[src/rtl/gspd_pkg.sv]
// Package for the gain-scheduled PD heater core.
// Holds widths, controller constants, register indexes and the shared result type.
// No dependencies.
package gspd_pkg;

   localparam int TEMP_W  = 10;
   localparam int VOLTS_W = 8;
   localparam int ERR_W   = 12;
   localparam int CTRL_W  = 22;
   localparam int DUTY_W  = 8;
   localparam int GAIN_W  = 10;
   localparam int CSR_IDX_W  = 2;
   localparam int CSR_DATA_W = 10;

   localparam logic [CSR_IDX_W-1:0] CSR_MAX_SETPOINT     = 2'd0;
   localparam logic [CSR_IDX_W-1:0] CSR_MIN_SUPPLY_VOLTS = 2'd1;

   localparam logic [TEMP_W-1:0]  MAX_SETPOINT_RESET     = 10'd480;
   localparam logic [VOLTS_W-1:0] MIN_SUPPLY_VOLTS_RESET = 8'd0;
   localparam logic [TEMP_W-1:0]  LOW_SETPOINT_LIMIT     = 10'd50;

   localparam logic signed [TEMP_W:0] ERR_STEP_4 = 11'sd40;
   localparam logic signed [TEMP_W:0] ERR_STEP_3 = 11'sd30;
   localparam logic signed [TEMP_W:0] ERR_STEP_2 = 11'sd20;
   localparam logic signed [TEMP_W:0] ERR_STEP_1 = 11'sd10;

   localparam logic [GAIN_W-1:0] GAIN_4 = 10'd650;
   localparam logic [GAIN_W-1:0] GAIN_3 = 10'd550;
   localparam logic [GAIN_W-1:0] GAIN_2 = 10'd400;
   localparam logic [GAIN_W-1:0] GAIN_1 = 10'd250;
   localparam logic [GAIN_W-1:0] GAIN_0 = 10'd100;

   localparam logic signed [CTRL_W-1:0] DUTY_MAX_HUNDREDTHS = 22'sd25500;
   localparam logic [DUTY_W-1:0]        DUTY_FULL           = 8'd255;

   // Dividing by 100 is a multiply by 5243 and a right shift by 19; exact up to 25500.
   localparam int QUO_IN_W  = 15;
   localparam int RECIP_W   = 13;
   localparam int RECIP_SH  = 19;
   localparam int SCALED_W  = 27;
   localparam logic [RECIP_W-1:0] RECIP_100 = 13'd5243;

   typedef struct packed {
      logic [ERR_W-1:0]  error;
      logic [CTRL_W-1:0] ctrl;
   } law_result_type;

endpackage

[src/rtl/gspd_law.sv]
// Control law of the heater core: error, scheduled gain and derivative term.
// Purely combinational; depends on gspd_pkg.
module gspd_law (
   input  logic [gspd_pkg::TEMP_W-1:0] setpoint,
   input  logic [gspd_pkg::TEMP_W-1:0] measured,
   input  logic [gspd_pkg::ERR_W-1:0]  prev_error,
   output gspd_pkg::law_result_type    result
);
   import gspd_pkg::*;

   logic signed [TEMP_W:0]   err;
   logic [GAIN_W-1:0]        gain;
   logic signed [CTRL_W-1:0] prop;
   logic signed [ERR_W-1:0]  diff;

   assign err = $signed({1'b0, setpoint}) - $signed({1'b0, measured});

   always_comb begin
      if (err > ERR_STEP_4) begin
         gain = GAIN_4;
      end else if (err > ERR_STEP_3) begin
         gain = GAIN_3;
      end else if (err > ERR_STEP_2) begin
         gain = GAIN_2;
      end else if (err > ERR_STEP_1) begin
         gain = GAIN_1;
      end else begin
         gain = GAIN_0;
      end
   end

   assign prop = $signed({1'b0, gain}) * err;
   assign diff = $signed({err[TEMP_W], err}) - $signed(prev_error);

   assign result.error = {err[TEMP_W], err};
   assign result.ctrl  = prop + {{(CTRL_W-ERR_W){diff[ERR_W-1]}}, diff};

endmodule

[src/rtl/gspd_duty.sv]
// Output stage of the heater core: enable decision, saturation and hundredths to duty.
// Purely combinational; depends on gspd_pkg.
module gspd_duty (
   input  logic [gspd_pkg::CTRL_W-1:0] ctrl,
   input  logic                        allowed,
   output logic                        heater_on,
   output logic [gspd_pkg::DUTY_W-1:0] duty
);
   import gspd_pkg::*;

   logic                positive;
   logic                saturate;
   logic [SCALED_W-1:0] scaled;

   assign positive  = !ctrl[CTRL_W-1] && (ctrl != '0);
   assign saturate  = $signed(ctrl) > DUTY_MAX_HUNDREDTHS;
   assign scaled    = SCALED_W'(ctrl[QUO_IN_W-1:0]) * SCALED_W'(RECIP_100);
   assign heater_on = allowed && positive;

   always_comb begin
      if (!heater_on) begin
         duty = '0;
      end else if (saturate) begin
         duty = DUTY_FULL;
      end else begin
         duty = scaled[RECIP_SH+DUTY_W-1:RECIP_SH];
      end
   end

endmodule

[src/rtl/gain_scheduled_pd_heater_core.sv]
// Top level of the gain-scheduled PD heater controller.
// Depends on gspd_pkg, gspd_law and gspd_duty.
//
//   channel | ports                                  | direction
//   req     | req_valid/ready, setpoint, measured,   | in
//           | supply_volts                           |
//   rsp     | rsp_valid/ready, heater_on, duty       | out
//   csr     | csr_valid/ready, csr_index, csr_data   | in
//
// Three register stages: input, control value, result. One item per cycle while rsp is not stalled;
// an accepted item passes through the input, control value and result registers in order.
// A stall on rsp holds every stage; req_ready follows the result register.
// Reset clears the stage valid bits and the previous error and loads both registers with their reset values.
// Register writes are always taken; csr_ready is tied high.
module gain_scheduled_pd_heater_core (
   input  logic                            clock,
   input  logic                            reset,
   input  logic                            req_valid,
   output logic                            req_ready,
   input  logic [gspd_pkg::TEMP_W-1:0]     req_setpoint,
   input  logic [gspd_pkg::TEMP_W-1:0]     req_measured,
   input  logic [gspd_pkg::VOLTS_W-1:0]    req_supply_volts,
   output logic                            rsp_valid,
   input  logic                            rsp_ready,
   output logic                            rsp_heater_on,
   output logic [gspd_pkg::DUTY_W-1:0]     rsp_duty,
   input  logic                            csr_valid,
   output logic                            csr_ready,
   input  logic [gspd_pkg::CSR_IDX_W-1:0]  csr_index,
   input  logic [gspd_pkg::CSR_DATA_W-1:0] csr_data
);
   import gspd_pkg::*;

   logic                advance;
   law_result_type      law;
   logic                out_on;
   logic [DUTY_W-1:0]   out_duty;

   logic [TEMP_W-1:0]   max_setpoint_ff, max_setpoint_in;
   logic [VOLTS_W-1:0]  min_volts_ff, min_volts_in;
   logic [ERR_W-1:0]    prev_error_ff, prev_error_in;

   logic                s1_valid_ff, s1_valid_in;
   logic [TEMP_W-1:0]   s1_setpoint_ff, s1_setpoint_in;
   logic [TEMP_W-1:0]   s1_measured_ff, s1_measured_in;
   logic [VOLTS_W-1:0]  s1_volts_ff, s1_volts_in;

   logic                s2_valid_ff, s2_valid_in;
   logic [CTRL_W-1:0]   s2_ctrl_ff, s2_ctrl_in;
   logic                s2_allowed_ff, s2_allowed_in;

   logic                rsp_valid_ff, rsp_valid_in;
   logic                rsp_on_ff, rsp_on_in;
   logic [DUTY_W-1:0]   rsp_duty_ff, rsp_duty_in;

   assign advance   = !rsp_valid_ff || rsp_ready;
   assign req_ready = advance;
   assign csr_ready = 1'b1;
   assign rsp_valid     = rsp_valid_ff;
   assign rsp_heater_on = rsp_on_ff;
   assign rsp_duty      = rsp_duty_ff;

   gspd_law u_law (
      .setpoint   (s1_setpoint_ff),
      .measured   (s1_measured_ff),
      .prev_error (prev_error_ff),
      .result     (law)
   );

   gspd_duty u_duty (
      .ctrl      (s2_ctrl_ff),
      .allowed   (s2_allowed_ff),
      .heater_on (out_on),
      .duty      (out_duty)
   );

   always_comb begin
      max_setpoint_in = max_setpoint_ff;
      min_volts_in    = min_volts_ff;
      if (csr_valid) begin
         case (csr_index)
            CSR_MAX_SETPOINT:     max_setpoint_in = csr_data[TEMP_W-1:0];
            CSR_MIN_SUPPLY_VOLTS: min_volts_in    = csr_data[VOLTS_W-1:0];
            default:              ;
         endcase
      end
   end

   always_comb begin
      s1_valid_in    = s1_valid_ff;
      s1_setpoint_in = s1_setpoint_ff;
      s1_measured_in = s1_measured_ff;
      s1_volts_in    = s1_volts_ff;
      s2_valid_in    = s2_valid_ff;
      s2_ctrl_in     = s2_ctrl_ff;
      s2_allowed_in  = s2_allowed_ff;
      rsp_valid_in   = rsp_valid_ff;
      rsp_on_in      = rsp_on_ff;
      rsp_duty_in    = rsp_duty_ff;
      prev_error_in  = prev_error_ff;
      if (advance) begin
         s1_valid_in    = req_valid;
         s1_setpoint_in = req_setpoint;
         s1_measured_in = req_measured;
         s1_volts_in    = req_supply_volts;
         s2_valid_in    = s1_valid_ff;
         s2_ctrl_in     = law.ctrl;
         s2_allowed_in  = (s1_setpoint_ff > LOW_SETPOINT_LIMIT) &&
                          (s1_setpoint_ff <= max_setpoint_ff) &&
                          (s1_volts_ff >= min_volts_ff);
         rsp_valid_in   = s2_valid_ff;
         rsp_on_in      = out_on;
         rsp_duty_in    = out_duty;
         if (s1_valid_ff) begin
            prev_error_in = law.error;
         end
      end
   end

   always_ff @(posedge clock) begin
      if (reset) begin
         max_setpoint_ff <= MAX_SETPOINT_RESET;
         min_volts_ff    <= MIN_SUPPLY_VOLTS_RESET;
         prev_error_ff   <= '0;
         s1_valid_ff     <= 1'b0;
         s2_valid_ff     <= 1'b0;
         rsp_valid_ff    <= 1'b0;
      end else begin
         max_setpoint_ff <= max_setpoint_in;
         min_volts_ff    <= min_volts_in;
         prev_error_ff   <= prev_error_in;
         s1_valid_ff     <= s1_valid_in;
         s2_valid_ff     <= s2_valid_in;
         rsp_valid_ff    <= rsp_valid_in;
      end
   end

   always_ff @(posedge clock) begin
      s1_setpoint_ff <= s1_setpoint_in;
      s1_measured_ff <= s1_measured_in;
      s1_volts_ff    <= s1_volts_in;
      s2_ctrl_ff     <= s2_ctrl_in;
      s2_allowed_ff  <= s2_allowed_in;
      rsp_on_ff      <= rsp_on_in;
      rsp_duty_ff    <= rsp_duty_in;
   end

`ifndef ASSERT_OFF
   a_off_means_zero_duty: assert property (@(posedge clock) disable iff (reset)
      rsp_valid_ff && !rsp_on_ff |-> rsp_duty_ff == '0)
      else $error("heater off with nonzero duty");

   a_prev_holds_on_stall: assert property (@(posedge clock) disable iff (reset)
      !advance |=> $stable(prev_error_ff))
      else $error("previous error moved during a stall");

   a_stall_holds_result: assert property (@(posedge clock) disable iff (reset)
      rsp_valid_ff && !rsp_ready |=> rsp_valid_ff && $stable(rsp_duty_ff) &&
      $stable(rsp_on_ff))
      else $error("result changed while stalled");

   a_prev_tracks_item: assert property (@(posedge clock) disable iff (reset)
      advance && s1_valid_ff |=> prev_error_ff == $past(law.error))
      else $error("previous error not updated by item");

   a_reset_empties: assert property (@(posedge clock)
      $past(reset) && !reset |-> !rsp_valid_ff && !s1_valid_ff && !s2_valid_ff)
      else $error("pipeline not empty after reset");
`endif

endmodule

[config.mk]
export PLATFORM = sky130hd
export DESIGN_NAME = gain_scheduled_pd_heater_core
export DESIGN_NICKNAME = d
export VERILOG_FILES = /design/src/rtl/gspd_pkg.sv /design/src/rtl/gspd_law.sv /design/src/rtl/gspd_duty.sv /design/src/rtl/gain_scheduled_pd_heater_core.sv
export SDC_FILE = /design/constraint.sdc
export NUM_CORES = 1
export LEC_CHECK = 0
export BUFFER_PORTS_ARGS = -buffer_cell sky130_fd_sc_hd__buf_2
export CAP_MARGIN = 0
export CORE_MARGIN = 5
export CORE_UTILIZATION = 59
export CTS_CLUSTER_DIAMETER = 40
export DETAILED_ROUTE_END_ITERATION = 8
export GPL_TIMING_DRIVEN = 0
export PLACE_DENSITY = 0.77
export SYNTH_ARGS = -nofsm -noshare
export SYNTH_HDL_FRONTEND = slang
export SYNTH_SLANG_ARGS = --single-unit
[constraint.sdc]
create_clock -name clock -period 13.65 [get_ports clock]
set_input_delay 4.095 -clock clock [delete_from_list [all_inputs] [get_ports clock]]
set_output_delay 4.095 -clock clock [all_outputs]
set_load 0.1 [all_outputs]
# Word level (Yosys, flattened, before mapping)
# Index checks and enable logic that the tools add are counted.
[totals]
inputBits = 45
wordCells = 44
reg_bits = 92
[classes]
n_mul = 2
n_eq_ne = 1
magnitude_cmp = 8
n_addsub = 3
reduce_logical = 12
muxes = 5
[op_table]
columns = ["cell", "count"]
rows = [
  ["2-to-1 mux 10 bit", 3],
  ["multiplier 15 x 13 -> 27 bit, second input constant", 1],
  ["adder 22 bit", 1],
  ["greater-than comparator 11 x 6 -> 1 bit, second input constant", 2],
  ["greater-than comparator 22 x 16 -> 1 bit, second input constant", 1],
  ["multiplier 11 x 11 -> 22 bit", 1],
  ["nonzero test 22 bit", 1],
  ["2-to-1 mux 8 bit", 2],
  ["subtractor 11 x 11 -> 12 bit", 1],
  ["greater-than comparator 11 x 5 -> 1 bit, second input constant", 1],
  ["greater-than comparator 11 x 7 -> 1 bit, second input constant", 1],
  ["subtractor 10 x 10 -> 11 bit", 1],
  ["greater-than comparator 10 x 6 -> 1 bit, second input constant", 1],
  ["<= comparator 10 bit", 1],
  [">= comparator 8 bit", 1],
  ["AND reduction 2 bit", 3],
  ["logical AND 1 bit", 4],
  ["== test 2 x 1 -> 1 bit, second input constant", 1],
  ["logical NOT 1 bit", 2],
  ["logical NOT 2 bit", 1],
  ["logical OR 1 bit", 1],
]

# Longest topological paths before layout
# Gate-level depths: netlist of the first run.
[logic_depth]
ltp_word = 8
depth_mapped = 36
depth_no_buf = 36

# Modules after synthesis
# From an unflattened synthesis of the first run, not the netlist that was laid out.
[hier_totals]
cells_unflattened = 1367
area_unflattened_um2 = 12851.1
[by_module_without_submodules]
columns = ["mod", "seq_area_each_um2", "area_per_inst_um2", "cells_per_inst", "instances"]
rows = [
  ["gspd_law", 0.0, 5282.6, 654, 1],
  ["gspd_duty", 0.0, 4101.4, 451, 1],
  ["gain_scheduled_pd_heater_core", 2462.4, 3467.1, 262, 1],
]

# Least setup slack after synthesis of the first run
# Ideal clock, no wire load.
[synth_path]
kind = "in2out"
from = "input rsp_ready"
to = "output req_ready"
path_stages = 2
t_required_ns = 9.555
setup_slack_ns = 2.812
path_buffers = 1
t_arrival_ns = 6.743
path_cell_list = "nand2b_1 clkbuf_1"
[synth_via]
elab_chain_len = 1
[synth_lines]
columns = ["item", "line_no", "rtl"]
rows = [
  ["start: declaration", "gain_scheduled_pd_heater_core.sv:24", "input logic rsp_ready,"],
  ["logical OR 1 bit", "gain_scheduled_pd_heater_core.sv:56", "assign advance = !rsp_valid_ff || rsp_ready;"],
  ["end: declaration", "gain_scheduled_pd_heater_core.sv:19", "output logic req_ready,"],
]
# No other way between the ends.

# Worst setup path after layout of the first run
# Same ends and word-level chain as after synthesis.

==> results.sh, run 1 <==
export IMPL_status="complete, no violations"
export IMPL_ys_types=64
export IMPL_ant_nets=0
export IMPL_cts_buffer_depth=2
export IMPL_vias=8413
export IMPL_slowest_stage="clkbuf_4"
export IMPL_drt_iter0_markers=349
export IMPL_min_to="rsp_valid"
export IMPL_tightestPinTransition_ps=1219
export IMPL_crit_family="buffers and inverters"
export IMPL_r2r_cells=34
export IMPL_setup_tns_ps=0
export IMPL_antenna_diode_count=0
export IMPL_cts_root_buf="clkbuf_16"
export IMPL_setup_slack_ps=3963
export IMPL_nets=1741
export IMPL_min_from="s2_valid_ff"
export IMPL_path_clk_slew_ps=70
export IMPL_cts_buffers=9
export IMPL_layout_common_cells="inv_1, ha_1, fa_1"
export IMPL_crit_top_cell="buf_2"
export IMPL_fill_cells=1593
export IMPL_worstPathRequired_ps=9550
export IMPL_worst_path_buf_inv=3
export IMPL_synthArstFlopShare=0
export IMPL_hold_class="reg2reg"
export IMPL_drive_above_1_share=0.07116
export IMPL_rows=52
export IMPL_synth_edf_count=60
export IMPL_drc=0
export IMPL_drv_slew=0
export IMPL_setup_violations=0
export IMPL_syn_to_final_growth_pct=7.945
export IMPL_firstDrtPassIters=5
export IMPL_relSlewSlack=0.1745
export IMPL_critical_path_class="in2out"
export IMPL_routed_via_density=5.242
export IMPL_pre_cts_ws_ps=3932
export IMPL_yosysSeqAreaShare=0.2009
export IMPL_fin_skew_ps=15.92
export IMPL_routed_wl_mm=23.75
export IMPL_rsz0062_at_grt="false"
export IMPL_crit_chain="buf_2 > nand2b_1 > clkbuf_4 > buf_2"
export IMPL_antenna_found_initial=0
export IMPL_initial_core_util=0.6009
export IMPL_wl_per_cell_um=14.80
export IMPL_r2r_start="s1_setpoint_ff[1]"
export IMPL_top_level_ports=57
export IMPL_die_x_um=153.6
export IMPL_grt_ovfl_total=0
export IMPL_dp_hpwl_mm=20.20
export IMPL_cts_tree="built"
export IMPL_path_max_fanout=66
export IMPL_grt_pass1_wl_mm=41.23
export IMPL_ys_warn_count=0
export IMPL_fp_coreArea_um2=20230
export IMPL_cts_sinks=92
export IMPL_fin_crit_sh=0.7096
export IMPL_crit_path_end_kind="output port"
export IMPL_synthFlopType="edfxtp_1"
export IMPL_crit_path_max_incr_delay_ps=740
export IMPL_place_congestion=0.8792
export IMPL_grt_pass1_vias=9005
export IMPL_fin_crit_ps=9687
export IMPL_die_area_um2=23580
export IMPL_fmax_mhz=103.2
export IMPL_syn_area_um2=12160
export IMPL_ctsHoldBuffers=0
export IMPL_avgSynthCellArea_um2=9.711
export IMPL_final_common_cell="inv_1"
export IMPL_grt_max_degree=67
export IMPL_syn_inst=1252
export IMPL_reg2reg_slack_ps=4390
export IMPL_final_hold_violation_count=0
export IMPL_multiInputGateArea_um2=8447
export IMPL_cap_viol_max_count=0
export IMPL_portBuffers=55
export IMPL_cp_start_kind="input port"
export IMPL_clock_latency_ps=360
export IMPL_cp_arrival_ps=5590
export IMPL_hold_path_depth=2
export IMPL_cts_setup_buffers=0
export IMPL_r2r_end="s2_ctrl_ff[21]"
export IMPL_seqCellArea_um2=2442
export IMPL_die_y_um=153.6
export IMPL_cts_resized=0
export IMPL_synth_seq_cells=92
export IMPL_cts_max_level=3
export IMPL_grt_usage=0.2122
## sequential cells by signal (all words and copies together) (netlist names)
| register | cells |
|---|---|
| max_setpoint_ff | 10 |
| min_volts_ff | 8 |
| prev_error_ff | 11 |
| rsp_duty | 8 |
| rsp_heater_on | 1 |
| rsp_valid | 1 |
| s1_measured_ff | 10 |
| s1_setpoint_ff | 10 |
| s1_valid_ff | 1 |
| s1_volts_ff | 8 |
| s2_allowed_ff | 1 |
| s2_ctrl_ff | 22 |
| s2_valid_ff | 1 |
## per-stage QoR
step           hold slack (ps)  std cells  area (um^2)    util
6_report                 451.4       1605        13120  0.6486
5_1_grt                  456.1       1605        13120  0.6486
4_1_cts                  449.4       1605        13120  0.6486
3_5_place_dp             442.8       1589        12820  0.6336
3_3_place_gp             431.8       1589        12820  0.6334
2_1_floorplan            424.4       1264        12200       -
## area by class of cell
type                    count  area share
flip-flops and latches     92      0.1861
inverters                 327     0.09353
clock buffers               9     0.01716
plain buffers              21    0.006864
multi-input cells         824      0.6436
well taps                 270     0.02574
clock inverters             7    0.006006
repair buffers             55     0.02097
## cell usage after synthesis, drive strengths merged (5+ instances only)
library cell  number  area (um^2)
a211oi             8        60.06
a21o              19        142.6
a21oi             54        277.8
a31oi              5        31.28
and3               7        43.79
buf                5        26.27
clkbuf            16        60.06
dfxtp             32        640.6
edfxtp            60         1802
fa               155         3103
ha               211         2640
inv              326         1224
mux2i             10        100.1
nand2             71        266.5
nand2b            15        93.84
nand3             12        60.06
nand4              8        50.05
nor2              72        270.3
nor2b              7        43.79
nor3               9        45.04
o211ai             6        45.04
o21a               5        37.54
o21ai             22        110.1
or2               11        68.82
or3                6        37.54
xnor2             34        305.3
xor2              12        112.6
## worst min-delay path, delay by kind of cell, from the launching register on
kind / cells / cell delay, ps
AO/OA/AOI/OAI: 1 / 60
flip-flops: 1 / 300
buffers and inverters: 1 / 50
## cells by family (layout without fill, tap and decap cells)
group	after synthesis	count (layout)	synth area share
simple gates	233	233	0.08964
flops	92	92	0.2009
compound gates	152	152	0.08326
other cells	2	14	0.0006177
xor+xnor	46	46	0.03437
fa+ha+maj	368	368	0.4740
buf+inv	348	419	0.1081
mux	11	11	0.009159
## worst max path at each step
stage / to / cells after the start / startpoint / slack (ps)
finish: req_ready / 4 / rsp_ready / 3960
global placement: req_ready / 4 / rsp_ready / 2000
global route: s2_ctrl_ff[21] / 34 / s1_setpoint_ff[1] / 3820
detailed placement: req_ready / 4 / rsp_ready / 3930
floorplan: req_ready / 2 / rsp_ready / 2810
CTS: req_ready / 4 / rsp_ready / 3930
## routing by layer
layer  GRT usage  part of all wire  wire [um]  vias up
met4     0.08200             0.037        886        0
met3     0.02839             0.032        760       60
li1            -                 -          -     4127
met5           0                 0          0        -
met2      0.3804              0.51      12140      166
met1      0.2602              0.42       9957     4060
Power of run 1 is left out: the tool's default activity adds up to more than one toggle a clock period on the data nets, which glitch-free logic cannot reach.
==> run 2, diff against run 1 <==
- CORE_UTILIZATION: 59 -> 58
- PLACE_DENSITY: 0.77 -> 0.79
- clock period: 13.65 -> 7.77 ns (I/O delays scaled with it)
==> results.sh, run 2 (synthesis results as in run 1) <==
export IMPL_top_level_ports=57
export IMPL_cts_buffers=9
export IMPL_layoutNonFillerInstCount=1650
export IMPL_vias=8792
export IMPL_worstPathRequired_ps=7890
export IMPL_cts_buffer_depth=2
export IMPL_antenna_found_initial=0
export IMPL_largest_reg_flops=22
export IMPL_grt_pass1_wl_mm=43.88
export IMPL_clock_latency_ps=370
export IMPL_hold_slack_ps=450.3
export IMPL_cts_max_level=3
export IMPL_portBuffers=55
export IMPL_grt_usage=0.2239
export IMPL_final_hold_violation_count=0
export IMPL_layout_common_cells="inv_1, ha_1, fa_1"
export IMPL_fin_crit_ps=8168
export IMPL_grt_max_degree=67
export IMPL_fmax_mhz=122.4
export IMPL_placedCellCount=1594
export IMPL_crit_path_end_kind="flip-flop"
export IMPL_crit_top_cell="fa_1"
export IMPL_syn_to_final_growth_pct=15.20
export IMPL_critical_path_class="reg2reg"
export IMPL_violations="negative setup slack"
export IMPL_fp_coreArea_um2=20820
export IMPL_cts_root_buf="clkbuf_16"
export IMPL_grt_pass1_vias=9543
export IMPL_drc=0
export IMPL_cp_arrival_ps=8280
export IMPL_die_area_um2=23960
export IMPL_routed_wl_mm=26.25
export IMPL_post_dp_cell_area_um2=13010
export IMPL_fill_cells=1500
export IMPL_grt_ovfl_total=0
export IMPL_routed_via_density=5.328
export IMPL_relSlewSlack=0.2232
export IMPL_biggestRegsByFlops="s2_ctrl_ff (22), prev_error_ff (11)"
export IMPL_setup_tns_ps=-1796
export IMPL_firstDrtPassIters=5
export IMPL_ant_nets=0
export IMPL_drt_iter0_markers=419
export IMPL_antenna_diode_count=0
export IMPL_nets=1781
export IMPL_fin_area_um2=14010
export IMPL_initial_core_util=0.5839
export IMPL_dp_hpwl_mm=20.32
export IMPL_hold_class="reg2reg"
export IMPL_place_congestion=0.8686
export IMPL_cp_start_kind="flip-flop"
export IMPL_crit_path_max_incr_delay_ps=530
export IMPL_fin_crit_sh=1.051
export IMPL_drive_above_1_share=0.1513
export IMPL_path_clk_slew_ps=80
export IMPL_rsz0062_at_grt="true"
export IMPL_die_y_um=154.8
export IMPL_die_x_um=154.8
export IMPL_drv_slew=0
export IMPL_path_max_fanout=5
export IMPL_cts_sinks=92
export IMPL_final_common_cell="inv_1"
export IMPL_setup_violations=6
export IMPL_cts_tree="built"
export IMPL_fin_skew_ps=9.057
export IMPL_rows=53
export IMPL_status="complete, but fails checks"
export IMPL_top_register="s2_ctrl_ff"
export IMPL_ctsHoldBuffers=0
export IMPL_wl_per_cell_um=15.91
export IMPL_cap_viol_max_count=0
export IMPL_setup_slack_ps=-398.2
export IMPL_slowest_stage="fa_1"
export IMPL_tightestPinTransition_ps=1147
[run 2: through the flow]
stage / setup WS (ps) / util
2_1_floorplan: 53.92 / -
3_3_place_gp: -718.6 / 0.6246
3_5_place_dp: -838.6 / 0.6248
4_1_cts: -316.1 / 0.6578
5_1_grt: -693.0 / 0.6726
6_report: -398.2 / 0.6726
[run 2: repair_timing]
action | CTS | global route
gates resized for setup | 45 | 24
hold endpoints to repair | 0 | 0
pin swaps | 21 | 9
buffers inserted | 19 | 24
setup endpoints to repair | 6 | 6
[run 2: area by class of cell]
cell class	instances	area, um^2	share of cell area
inverters	327	1242	0.08871
clock buffers	10	250.2	0.01787
clock inverters	6	75.07	0.005360
plain buffers	19	112.6	0.008040
repair buffers	97	635.6	0.04538
multi-input cells	824	8904	0.6357
flip-flops and latches	92	2442	0.1744
well taps	275	344.1	0.02457
[run 2: final timing paths]
| path | endpoint | start | slack (ps) | cells past startpoint |
|---|---|---|---|---|
| max | s2_ctrl_ff[21] | s1_setpoint_ff[0] | -400 | 33 |
| min | rsp_valid | s2_valid_ff | 450 | 2 |
| max reg2reg | s2_ctrl_ff[21] | s1_setpoint_ff[0] | -400 | 33 |
| min reg2reg | rsp_valid | s2_valid_ff | 450 | 2 |
[run 2: critical path, delay by kind of cell (launching register included)]
kind,cells,cell delay [ps]
AO/OA/AOI/OAI,10,2100
adder cells (fa/ha/maj),8,3230
AND/OR/NAND/NOR,5,1260
flip-flops,1,430
XOR/XNOR,2,210
buffers and inverters,8,680
[run 2: routing by layer]
layer	GRT usage	share of wire	routed length, um	vias to the layer above
met4	0.07864	0.034	895	0
li1	-	-	-	4213
met1	0.2716	0.40	10580	4277
met5	0	0	0	-
met3	0.02518	0.038	1010	76
met2	0.4116	0.52	13760	226
Power of run 2 is left out for the same reason.
==> run 3, diff against run 2 <==
- PLACE_DENSITY: 0.79 -> 0.77
==> results.sh, run 3 (synthesis results as in run 1) <==
export IMPL_slowest_stage="fa_1"
export IMPL_biggestRegsByFlops="s2_ctrl_ff (22), prev_error_ff (11)"
export IMPL_drc=0
export IMPL_cts_max_level=3
export IMPL_fp_coreArea_um2=20820
export IMPL_top_register="s2_ctrl_ff"
export IMPL_nets=1796
export IMPL_crit_path_max_incr_delay_ps=560
export IMPL_firstDrtPassIters=5
export IMPL_fin_crit_ps=8131
export IMPL_cts_buffers=9
export IMPL_cp_start_kind="flip-flop"
export IMPL_final_common_cell="inv_1"
export IMPL_layoutNonFillerInstCount=1665
export IMPL_cts_root_buf="clkbuf_16"
export IMPL_drive_above_1_share=0.1755
export IMPL_grt_pass1_wl_mm=45.95
export IMPL_relSlewSlack=0.1873
export IMPL_ctsHoldBuffers=0
export IMPL_rsz0062_at_grt="true"
export IMPL_cts_buffer_depth=2
export IMPL_fin_crit_sh=1.046
export IMPL_setup_slack_ps=-360.5
export IMPL_path_max_fanout=5
export IMPL_setup_violations=4
export IMPL_path_clk_slew_ps=90
export IMPL_syn_to_final_growth_pct=16.99
export IMPL_cts_sinks=92
export IMPL_initial_core_util=0.5839
export IMPL_fin_skew_ps=19.55
export IMPL_fmax_mhz=123.0
export IMPL_die_y_um=154.8
export IMPL_violations="negative setup slack"
export IMPL_grt_pass1_vias=9751
export IMPL_grt_ovfl_total=0
export IMPL_placedCellCount=1594
export IMPL_antenna_found_initial=0
export IMPL_crit_path_end_kind="flip-flop"
export IMPL_antenna_diode_count=0
export IMPL_tightestPinTransition_ps=1200
export IMPL_rows=53
export IMPL_grt_max_degree=67
export IMPL_final_hold_violation_count=0
export IMPL_top_level_ports=57
export IMPL_status="complete, but fails checks"
export IMPL_cts_tree="built"
export IMPL_worstPathRequired_ps=7880
export IMPL_drt_iter0_markers=410
export IMPL_critical_path_class="reg2reg"
export IMPL_hold_slack_ps=458.4
export IMPL_fill_cells=1482
export IMPL_place_congestion=0.8556
export IMPL_clock_latency_ps=370
export IMPL_vias=8997
export IMPL_largest_reg_flops=22
export IMPL_routed_wl_mm=27.73
export IMPL_portBuffers=55
export IMPL_ant_nets=0
export IMPL_pre_cts_ws_ps=-801.5
export IMPL_die_area_um2=23960
export IMPL_routed_via_density=5.404
export IMPL_wl_per_cell_um=16.66
export IMPL_die_x_um=154.8
export IMPL_grt_usage=0.2374
export IMPL_hold_class="reg2reg"
export IMPL_cap_viol_max_count=0
export IMPL_drv_slew=0
export IMPL_layout_common_cells="inv_1, ha_1, fa_1"
export IMPL_cp_arrival_ps=8240
export IMPL_dp_hpwl_mm=20.65
## run 3: cell count changes in the layout (fill, tap and decap cells not counted), sizes merged
cell	previous run	this run
clkbuf	22	23
clkinvlp	0	1
buf	104	117
## run 3: repair_timing
item / CTS / global route
resized for setup: 73 / 26
endpoints found under the setup margin: 6 / 7
buffers inserted: 36 / 20
pin swaps: 53 / 35
## run 3: cell type report
cell class	count	area (um^2)	share of cell area
Timing Repair Buffer	111	744.5	0.05234
Buffer	20	136.4	0.009588
Clock inverter	7	80.08	0.005630
Clock buffer	9	225.2	0.01583
Inverter	327	1237	0.08700
Tap cell	275	344.1	0.02419
Multi-Input combinational cell	824	9014	0.6337
Sequential cell	92	2442	0.1717
## run 3: per-layer routing
| layer | up-vias | wire length, um | global-route usage |
|---|---|---|---|
| li1 | 4240 | - | - |
| met1 | 4400 | 10900 | 0.2758 |
| met2 | 274 | 14720 | 0.4470 |
| met3 | 83 | 1129 | 0.02854 |
| met4 | 0 | 990 | 0.08705 |
| met5 | - | 0 | 0 |
## run 3: stage by stage
step	setup TNS, ps	util	area (um^2)
after global placement	-3158	0.6246	13010
after CTS	-336.7	0.6709	13970
after global routing	-2149	0.6831	14220
final	-619.0	0.6831	14220
after floorplan	0	-	12390
after detailed placement	-3468	0.6248	13010
## run 3: final timing paths
path | start | endpoint | slack, ps | cells past startpoint
max reg2reg | s1_setpoint_ff[0] | s2_ctrl_ff[21] | -360 | 33
min | prev_error_ff[5] | prev_error_ff[5] | 460 | 2
min reg2reg | prev_error_ff[5] | prev_error_ff[5] | 460 | 2
max | s1_setpoint_ff[0] | s2_ctrl_ff[21] | -360 | 33
## run 3: critical path: cells and delay by family (launching register included)
kind | cells | cell delay (ps)
adders and majority gates | 8 | 3280
buffers and inverters | 8 | 670
xor gates and xnor gates | 2 | 190
and+or+nand+nor | 5 | 1200
DFF | 1 | 410
AOI/OAI and AO/OA | 10 | 2120
Power of run 3 is left out for the same reason.
